## src/hw/rtl/hcs_pkg.sv

```systemverilog
package hcs_pkg;

   // Number of RF channels in the 79-channel hopping set.
   localparam int unsigned CHANNELS = 79;

   // Field widths.
   localparam int unsigned ADDR_W = 28;
   localparam int unsigned CLK_W  = 28;
   localparam int unsigned CHAN_W = 7;
   localparam int unsigned Z_W    = 5;
   localparam int unsigned CTL_W  = 14;
   localparam int unsigned E_W    = 7;
   localparam int unsigned SUM_W  = 9;

   // The F term is 16 * clk[27:7]. It is reduced mod 79 through a
   // reciprocal multiply followed by one conditional subtract.
   localparam int unsigned U_W        = 25;
   localparam int unsigned FOLD_SHIFT = 32;
   localparam longint unsigned RECIP_L = (64'd1 << FOLD_SHIFT) / CHANNELS;
   localparam int unsigned RECIP_W    = 26;
   localparam int unsigned PROD_W     = U_W + RECIP_W;
   localparam int unsigned Q_W        = PROD_W - FOLD_SHIFT;
   localparam logic [RECIP_W-1:0] RECIP = RECIP_W'(RECIP_L);

   // The butterfly has 14 stages; the upper half runs in one pipe stage,
   // the lower half in the next.
   localparam int unsigned STAGES  = 14;
   localparam int unsigned SPLIT   = 7;

   typedef logic [2:0] lane_type;

   // Bit pairs exchanged by each butterfly stage.
   localparam lane_type SWAP_LO [0:STAGES-1] =
      '{3'd0, 3'd2, 3'd1, 3'd3, 3'd0, 3'd1, 3'd0, 3'd3, 3'd1, 3'd0, 3'd2, 3'd1,
        3'd0, 3'd1};
   localparam lane_type SWAP_HI [0:STAGES-1] =
      '{3'd1, 3'd3, 3'd2, 3'd4, 3'd4, 3'd3, 3'd2, 3'd4, 3'd4, 3'd3, 3'd4, 3'd3,
        3'd3, 3'd2};

   // One butterfly stage: exchange the two selected bits.
   function automatic logic [Z_W-1:0] bfly_step(logic [Z_W-1:0] z, int unsigned s);
      logic [Z_W-1:0] mask;
      mask = (Z_W'(1) << SWAP_LO[s]) | (Z_W'(1) << SWAP_HI[s]);
      if (z[SWAP_LO[s]] != z[SWAP_HI[s]]) begin
         return z ^ mask;
      end
      return z;
   endfunction

endpackage

```

## src/hw/rtl/hop_channel_select.sv

```systemverilog
// Bluetooth basic hop selection, 79-channel connection state. Load the low
// 28 bits of the master address through csr_write_enable/csr_write_data, then
// pulse start with a native clock; one beat per cycle is accepted and busy
// stays low. Each result appears on rsp_channel_index with rsp_valid high for
// exactly one cycle, after its start beat passes the registered stages for
// address terms and the reciprocal multiply, upper butterfly half with the
// mod-79 fix of F, lower butterfly half with the sum, final mod-79 and channel
// bank map. The receiver cannot stall, so it must take every result as it
// comes. The channel frequency is 2402 plus rsp_channel_index MHz.
module hop_channel_select (
   input  logic                          clock,
   input  logic                          reset,
   input  logic                          start,
   output logic                          busy,
   input  logic [hcs_pkg::CLK_W-1:0]     req_native_clock,
   output logic                          rsp_valid,
   output logic [hcs_pkg::CHAN_W-1:0]    rsp_channel_index,
   input  logic                          csr_write_enable,
   input  logic [hcs_pkg::ADDR_W-1:0]    csr_write_data
);

   // Address register.
   logic [hcs_pkg::ADDR_W-1:0] device_address_ff;

   always_ff @(posedge clock) begin
      if (reset) begin
         device_address_ff <= '0;
      end else if (csr_write_enable) begin
         device_address_ff <= csr_write_data;
      end
   end

   // The pipeline never stalls, so a beat is taken every cycle.
   assign busy = 1'b0;

   // Stage A: form the hop terms and start the F reduction.
   logic                          valid_a_ff;
   logic [hcs_pkg::Z_W-1:0]       z_a_ff, z_a_in;
   logic [hcs_pkg::CTL_W-1:0]     ctl_a_ff, ctl_a_in;
   logic [hcs_pkg::E_W-1:0]       e_a_ff, e_a_in;
   logic                          y1_a_ff;
   logic [hcs_pkg::U_W-1:0]       u_a_ff, u_a_in;
   logic [hcs_pkg::Q_W-1:0]       q_a_ff, q_a_in;
   logic [hcs_pkg::PROD_W-1:0]    prod_a;
   logic [hcs_pkg::Z_W-1:0]       a_term, c_term, x_term;
   logic [3:0]                    b_term;
   logic [8:0]                    d_term;
   logic [hcs_pkg::ADDR_W-1:0]    adr;

   always_comb begin
      adr      = device_address_ff;
      x_term   = req_native_clock[6:2];
      a_term   = adr[27:23] ^ req_native_clock[25:21];
      b_term   = adr[22:19];
      c_term   = {adr[8], adr[6], adr[4], adr[2], adr[0]} ^ req_native_clock[20:16];
      d_term   = adr[18:10] ^ req_native_clock[15:7];
      e_a_in   = {adr[13], adr[11], adr[9], adr[7], adr[5], adr[3], adr[1]};
      z_a_in   = (x_term + a_term) ^ {1'b0, b_term};
      ctl_a_in = {c_term ^ {hcs_pkg::Z_W{req_native_clock[1]}}, d_term};
      u_a_in   = {req_native_clock[27:7], 4'b0000};
      prod_a   = hcs_pkg::PROD_W'(u_a_in) * hcs_pkg::PROD_W'(hcs_pkg::RECIP);
      q_a_in   = prod_a[hcs_pkg::PROD_W-1:hcs_pkg::FOLD_SHIFT];
   end

   always_ff @(posedge clock) begin
      if (reset) begin
         valid_a_ff <= 1'b0;
      end else begin
         valid_a_ff <= start && !busy;
      end
      z_a_ff   <= z_a_in;
      ctl_a_ff <= ctl_a_in;
      e_a_ff   <= e_a_in;
      y1_a_ff  <= req_native_clock[1];
      u_a_ff   <= u_a_in;
      q_a_ff   <= q_a_in;
   end

   // Stage B: upper butterfly half and the final fix of F mod 79.
   logic                          valid_b_ff;
   logic [hcs_pkg::Z_W-1:0]       z_b_ff, z_b_in;
   logic [hcs_pkg::SPLIT-1:0]     ctl_b_ff;
   logic [hcs_pkg::E_W-1:0]       e_b_ff;
   logic                          y1_b_ff;
   logic [hcs_pkg::CHAN_W-1:0]    fmod_b_ff, fmod_b_in;
   logic [hcs_pkg::U_W-1:0]       rem_full;
   logic [7:0]                    rem_b;

   always_comb begin
      z_b_in = z_a_ff;
      for (int s = hcs_pkg::STAGES - 1; s >= int'(hcs_pkg::SPLIT); s--) begin
         if (ctl_a_ff[s]) begin
            z_b_in = hcs_pkg::bfly_step(z_b_in, s);
         end
      end
      rem_full = u_a_ff - hcs_pkg::U_W'(hcs_pkg::U_W'(q_a_ff) *
                                        hcs_pkg::U_W'(hcs_pkg::CHANNELS));
      rem_b    = rem_full[7:0];
      if (rem_b >= 8'(hcs_pkg::CHANNELS)) begin
         fmod_b_in = hcs_pkg::CHAN_W'(rem_b - 8'(hcs_pkg::CHANNELS));
      end else begin
         fmod_b_in = hcs_pkg::CHAN_W'(rem_b);
      end
   end

   always_ff @(posedge clock) begin
      if (reset) begin
         valid_b_ff <= 1'b0;
      end else begin
         valid_b_ff <= valid_a_ff;
      end
      z_b_ff    <= z_b_in;
      ctl_b_ff  <= ctl_a_ff[hcs_pkg::SPLIT-1:0];
      e_b_ff    <= e_a_ff;
      y1_b_ff   <= y1_a_ff;
      fmod_b_ff <= fmod_b_in;
   end

   // Stage C: lower butterfly half and the sum of all terms.
   logic                          valid_c_ff;
   logic [hcs_pkg::SUM_W-1:0]     sum_c_ff, sum_c_in;
   logic [hcs_pkg::Z_W-1:0]       perm_c;

   always_comb begin
      perm_c = z_b_ff;
      for (int s = hcs_pkg::SPLIT - 1; s >= 0; s--) begin
         if (ctl_b_ff[s]) begin
            perm_c = hcs_pkg::bfly_step(perm_c, s);
         end
      end
      sum_c_in = hcs_pkg::SUM_W'(perm_c) + hcs_pkg::SUM_W'(e_b_ff) +
                 hcs_pkg::SUM_W'(fmod_b_ff) + {3'b000, y1_b_ff, 5'b00000};
   end

   always_ff @(posedge clock) begin
      if (reset) begin
         valid_c_ff <= 1'b0;
      end else begin
         valid_c_ff <= valid_b_ff;
      end
      sum_c_ff <= sum_c_in;
   end

   // Stage D: reduce mod 79 and map through the even-then-odd channel bank.
   logic                          rsp_valid_ff;
   logic [hcs_pkg::CHAN_W-1:0]    chan_ff, chan_in;
   logic [hcs_pkg::CHAN_W-1:0]    k_d;
   logic [hcs_pkg::CHAN_W:0]      dbl_d;

   always_comb begin
      if (sum_c_ff >= hcs_pkg::SUM_W'(3 * hcs_pkg::CHANNELS)) begin
         k_d = hcs_pkg::CHAN_W'(sum_c_ff - hcs_pkg::SUM_W'(3 * hcs_pkg::CHANNELS));
      end else if (sum_c_ff >= hcs_pkg::SUM_W'(2 * hcs_pkg::CHANNELS)) begin
         k_d = hcs_pkg::CHAN_W'(sum_c_ff - hcs_pkg::SUM_W'(2 * hcs_pkg::CHANNELS));
      end else if (sum_c_ff >= hcs_pkg::SUM_W'(hcs_pkg::CHANNELS)) begin
         k_d = hcs_pkg::CHAN_W'(sum_c_ff - hcs_pkg::SUM_W'(hcs_pkg::CHANNELS));
      end else begin
         k_d = hcs_pkg::CHAN_W'(sum_c_ff);
      end
      dbl_d = {k_d, 1'b0};
      if (dbl_d >= (hcs_pkg::CHAN_W + 1)'(hcs_pkg::CHANNELS)) begin
         chan_in = hcs_pkg::CHAN_W'(dbl_d - (hcs_pkg::CHAN_W + 1)'(hcs_pkg::CHANNELS));
      end else begin
         chan_in = hcs_pkg::CHAN_W'(dbl_d);
      end
   end

   always_ff @(posedge clock) begin
      if (reset) begin
         rsp_valid_ff <= 1'b0;
      end else begin
         rsp_valid_ff <= valid_c_ff;
      end
      chan_ff <= chan_in;
   end

   assign rsp_valid         = rsp_valid_ff;
   assign rsp_channel_index = chan_ff;

`ifndef SYNTHESIS
   // A result beat always traces back to an earlier start beat.
   a_rsp_from_start: assert property (@(posedge clock) disable iff (reset)
      rsp_valid |-> $past(start, 4))
      else $error("result beat without a matching start beat");

   // The delivered channel lies in the 79-channel set.
   a_chan_range: assert property (@(posedge clock) disable iff (reset)
      rsp_valid |-> (rsp_channel_index < hcs_pkg::CHAN_W'(hcs_pkg::CHANNELS)))
      else $error("channel index out of range");

   // The reduced F term is below 79.
   a_fmod_range: assert property (@(posedge clock) disable iff (reset)
      valid_b_ff |-> (fmod_b_ff < hcs_pkg::CHAN_W'(hcs_pkg::CHANNELS)))
      else $error("F term not fully reduced");

   // The upper butterfly half only moves bits, so the bit count is kept.
   a_bfly_weight: assert property (@(posedge clock) disable iff (reset)
      valid_b_ff |-> ($countones(z_b_ff) == $countones($past(z_a_ff))))
      else $error("butterfly changed the number of set bits");
`endif

endmodule

```

## config.mk

```make
export PLATFORM = sky130hd
export DESIGN_NAME = hop_channel_select
export DESIGN_NICKNAME = d
export VERILOG_FILES = /design/src/hw/rtl/hcs_pkg.sv /design/src/hw/rtl/hop_channel_select.sv
export SDC_FILE = /design/constraint.sdc
export NUM_CORES = 1
export LEC_CHECK = 0
export CORE_MARGIN = 2
export CORE_UTILIZATION = 60
export CTS_CLUSTER_DIAMETER = 100
export DETAILED_ROUTE_END_ITERATION = 8
export DONT_BUFFER_PORTS = 1
export GPL_TIMING_DRIVEN = 0
export HOLD_SLACK_MARGIN = 0.02
export PLACE_DENSITY = 0.76
export SLEW_MARGIN = 5
export SYNTH_ARGS = -nofsm -noshare
export SYNTH_HDL_FRONTEND = slang
export SYNTH_SLANG_ARGS = --single-unit
```

## constraint.sdc

```tcl
create_clock -name clock -period 12.3 [get_ports clock]
set_input_delay 0.615 -clock clock [delete_from_list [all_inputs] [get_ports clock]]
set_output_delay 0.615 -clock clock [all_outputs]
set_load 0.05 [all_outputs]
```

Word-level counts from Yosys, hierarchy flattened --
Cells that the tools add are included.
Cells by class: add/sub/neg operators 10, multipliers 2, div/mod/pow operators 0, order comparisons 5, eq/ne operators 14, shift operators 0, mux-type cells 75, bitwise operators 19, reductions and logical operators 0
Operators by type and width (number):
- $mux 5 | 42
- $mul 21x25->46 const B | 1
- $mux 7 | 5
- $mux 1 | 28
- $not 2->2 | 14
- $sub 7x7->7 const B | 4
- $mul 19x7->8 const B | 1
- $ge 9x8->1 const B | 2
- $ge 8x7->1 const B | 2
- $xor 5x5->5 | 3
- $ne 1x1->1 | 14
- $add 8x7->9 | 1
- $add 9x6->9 | 1
- $ge 9x7->1 const B | 1
- $xor 9x9->9 | 1
- $add 5x7->8 | 1
- $sub 8x8->8 | 1
- $sub 7x5->7 const B | 1
- $add 5x5->5 | 1
- $xor 5x4->5 | 1
Storage, ports and cells: flip-flop bits (word level) 125, bits in latches 0, bits in writable memories 0, ROM bits 0, input port bits 60, output and inout port bits 9, logic and storage cells 144, memories 0

Logic depth before layout (Yosys ltp) --
word-level depth 38, depth in mapped cells 22, depth with buffers taken out 22

Worst setup path after synthesis --
Ideal clock, no wire load.
path type in2reg, start input port req_native_clock[10] (netlist name), end register q_a_ff[1] (netlist name), setup time 0.072 ns, arrival time 5.901 ns, data required time 12.228 ns, setup slack 6.327 ns, stages on the path 19, buffers on the path 0, path through inv_1 fa_1 fa_1 fa_1 inv_1 fa_1 fa_1 fa_1 inv_1 fa_1 inv_1 ha_1 a21o_1 a2111oi_0 a21oi_1 o31ai_1 nand2b_1 a21oi_1 xnor2_1
On the way: word-level cells in the longest chain between the ends 1
Ends and longest elaborated chain:
- start, declared | line hop_channel_select.sv:15 | input logic [hcs_pkg::CLK_W-1:0] req_native_clock,
- $mul 21x25->46 | line hop_channel_select.sv:61 | prod_a = hcs_pkg::PROD_W'(u_a_in) * hcs_pkg::PROD_W'(hcs_pkg::RECIP);
- via prod_a, one bit | line hop_channel_select.sv:44 | logic [hcs_pkg::PROD_W-1:0] prod_a;
- end signal, assigned | line hop_channel_select.sv:76 | q_a_ff <= q_a_in;
- end, declared | line hop_channel_select.sv:43 | logic [hcs_pkg::Q_W-1:0] q_a_ff, q_a_in;
The timed path passes the listed nets, and every way through them passes these cells. A chain may end at the register's enable or synchronous reset.

Final worst setup path --
start input port req_native_clock[10] (netlist name), end register q_a_ff[6] (netlist name)
The elaborated chain is that of the path after synthesis.

==> reports/metrics.yaml <==
outcome: "completed"
ys_seq_area_share_pct: 18.90
multi_input_area_um2: 8667
crit_type: "primary input to register"
worst_setup_path_start_kind: "primary input"
vias: 7705
cts.sinks: 114
ios: 69
clockBufferDepth: 2
coreArea_um2: 19590
synth_top_area_share_pct: 30.50
drc: 0
synth_edf_count: 0
n_antenna_cell: 0
slew_headroom_pct: 51.53
final_hold_viol_count: 0
die_w_um: 145.9
grt_max_degree: 17
fin_crit_ps: 6073
synth_seq_cells: 114
grt-ovfl-total: 0
clk_pin_slew_ps: 60
synthAdderAreaFrac_pct: 50.81
crit_slowest_cell: "fa_1"
synthArstFlopShare_pct: 0
area_growth_pct: 7.833
fin_util_pct: 66.47
drive_above_1_share_pct: 5.321
die_y_um: 145.9
rsz0062_at_grt: "no"
hold_path_class: "primary input to register"
synthFlopType: "dfxtp_1"
vias_per_cell: 5.317
dp_cells: 1417
yosys.area_share.xor_xnor_pct: 6.165
grtUsageTotal_pct: 26.56
syn-cell-area_um2: 12080
synth-compound-area-share_pct: 6.134
tightest_slew_ps: 727.1
crit_fanout: 9
hold-worst-slack_ps: 222.2
n_fill_cell: 1501
clockRootBuffer: "clkbuf_16"
finalSetupViolations: 0
grt_antenna_before_repair: 1
grt_pass1_wl_um: 43560
ff_latch_area_um2: 2282
yosysMostFrequentCell: "inv_1"
dieArea_um2: 21280
wl_per_cell_um: 17.72
syn_avg_cell_area_um2: 10.48
synth_top_family_by_area: "adder cells"
cts_htree_levels: 4
clock_skew_ps: 7.069
layout.cells.non_filler: 1449
routed_wl_um: 25670
crit_top_cell: "fa_1"
initial_core_util_pct: 61.64
synth.mux.area_fraction_pct: 4.155
synthCells: 1152
cts_inserted_buffers: 17
yosys.area_share.simple_pct: 4.476
worstSkewPairLatency_ps: 410
yosys.area.top_type: "fa_1"
synth_nets: 1592
slew_violations: 0
ant_nets: 0
dp_hpwl_um: 21850
critical_path.cell_chain: "inv_1 > fa_1 > fa_1 > fa_1 > inv_1 > fa_1 > fa_1 > fa_1 > inv_1 > fa_1 > inv_1 > ha_1 > a21o_1 > a2111oi_0 > a21oi_1 > o21ai_1 > nand3b_1 > a21oi_1 > xnor2_1"
fin_tns_setup_ps: 0
cp.arrival_ps: 6410
slowest_delay_ps: 600
synth_cell_types: 52
post_cts_buffers: 0
ctsHoldBuffers: 0
nets: 1611
firstDrtPassIters: 5
place.gp.congestion: 0.9173
finalCritPeriodShare_pct: 49.37
post_cts_resized: 0
fmax_ghz: 0.1647
cts_tree: "yes"
critPathRequiredTime_ps: 12640
yosys-top-cells-area: "fa_1 31%, ha_1 20%, dfxtp_1 19%"
grt_pass1_vias: 8478
portBuffers: 0
num_rows: 51
ys_warn_count: 0
cp-end-kind: "register"
ys_top_cells_by_count: "286 x inv_1, 196 x ha_1, 184 x fa_1, 114 x dfxtp_1"
drtIter0Drc: 372
max_cap_violations: 0
-- final cells by class --
class                      count  area share (%)
tap                          265           2.546
clock inverter                12           1.211
clock buffer                  20           3.507
sequential                   114           17.53
inverter                     286           8.244
buffer                        11          0.4036
multi-input combinational    741           66.56
-- layout by cell type (no fill, tap or decap), types with 18 or more instances in the layout --
cell type	netlist	layout
mux2i_1	40	40
xor2_1	31	31
nor2_1	54	54
inv_1	286	286
fa_1	184	184
dfxtp_1	114	114
xnor2_1	54	54
a21oi_1	36	36
ha_1	196	196
o21ai_0	18	18
-- worst paths after layout --
check / from / end / slack (ps) / depth (start not counted)
hold / removal: req_native_clock[7] / u_a_ff[4]$_DFF_P_ / 220 / 0
hold reg to reg: e_a_ff[4]$_DFF_P_ / e_b_ff[4]$_DFF_P_ / 320 / 0
setup reg to reg: q_a_ff[0]$_DFF_P_ / fmod_b_ff[1]$_DFF_P_ / 8060 / 14
setup / recovery: req_native_clock[10] / q_a_ff[6]$_DFF_P_ / 6230 / 19
-- per-stage QoR --
stage          worst slack (ps)  cell area (um2)
6_report                   6227            13020
5_1_grt                    5944            13020
4_1_cts                    6213            13020
3_5_place_dp               5855            12410
3_3_place_gp               5865            12410
2_1_floorplan              6327            12080
-- critical path: cells and delay by family --
family,cells,cell delay [ps]
AO/OA/AOI/OAI,5,1370
XOR/XNOR,1,130
adder cells (fa/ha/maj),8,3880
buffers and inverters,4,240
AND/OR/NAND/NOR,1,160
-- layer usage --
layer | vias to the layer above | global-route usage [%] | share of wire [%]
met5 | - | 0 | 0
met4 | 0 | 9.314 | 3.0
met3 | 49 | 4.545 | 5.5
met2 | 226 | 45.57 | 50
met1 | 3785 | 34.08 | 42
li1 | 3645 | - | -
-- logic make-up (layout without fill, tap and decap cells) --
logic type,after synthesis,after routing
AOI/OAI and AO/OA,112,112
xor gates and xnor gates,85,85
adders and majority gates,380,380
buffers and inverters,297,329
DFF,114,114
muxes,49,49
other,1,1
and+or+nand+nor,114,114
-- state kept, by name, indices dropped and copies added (netlist names) --
register	flops
e_b_ff	7
z_a_ff	5
e_a_ff	7
q_a_ff	8
ctl_a_ff	14
sum_c_ff	9
valid_a_ff	1
valid_c_ff	1
u_a_ff	4
rsp_channel_index	7
ctl_b_ff	7
rsp_valid	1
adr	28
y1_a_ff	1
fmod_b_ff	7
y1_b_ff	1
valid_b_ff	1
z_b_ff	5
Power is left out: the tool's default activity adds up to more than one toggle a clock period on the data nets, which glitch-free logic cannot reach.
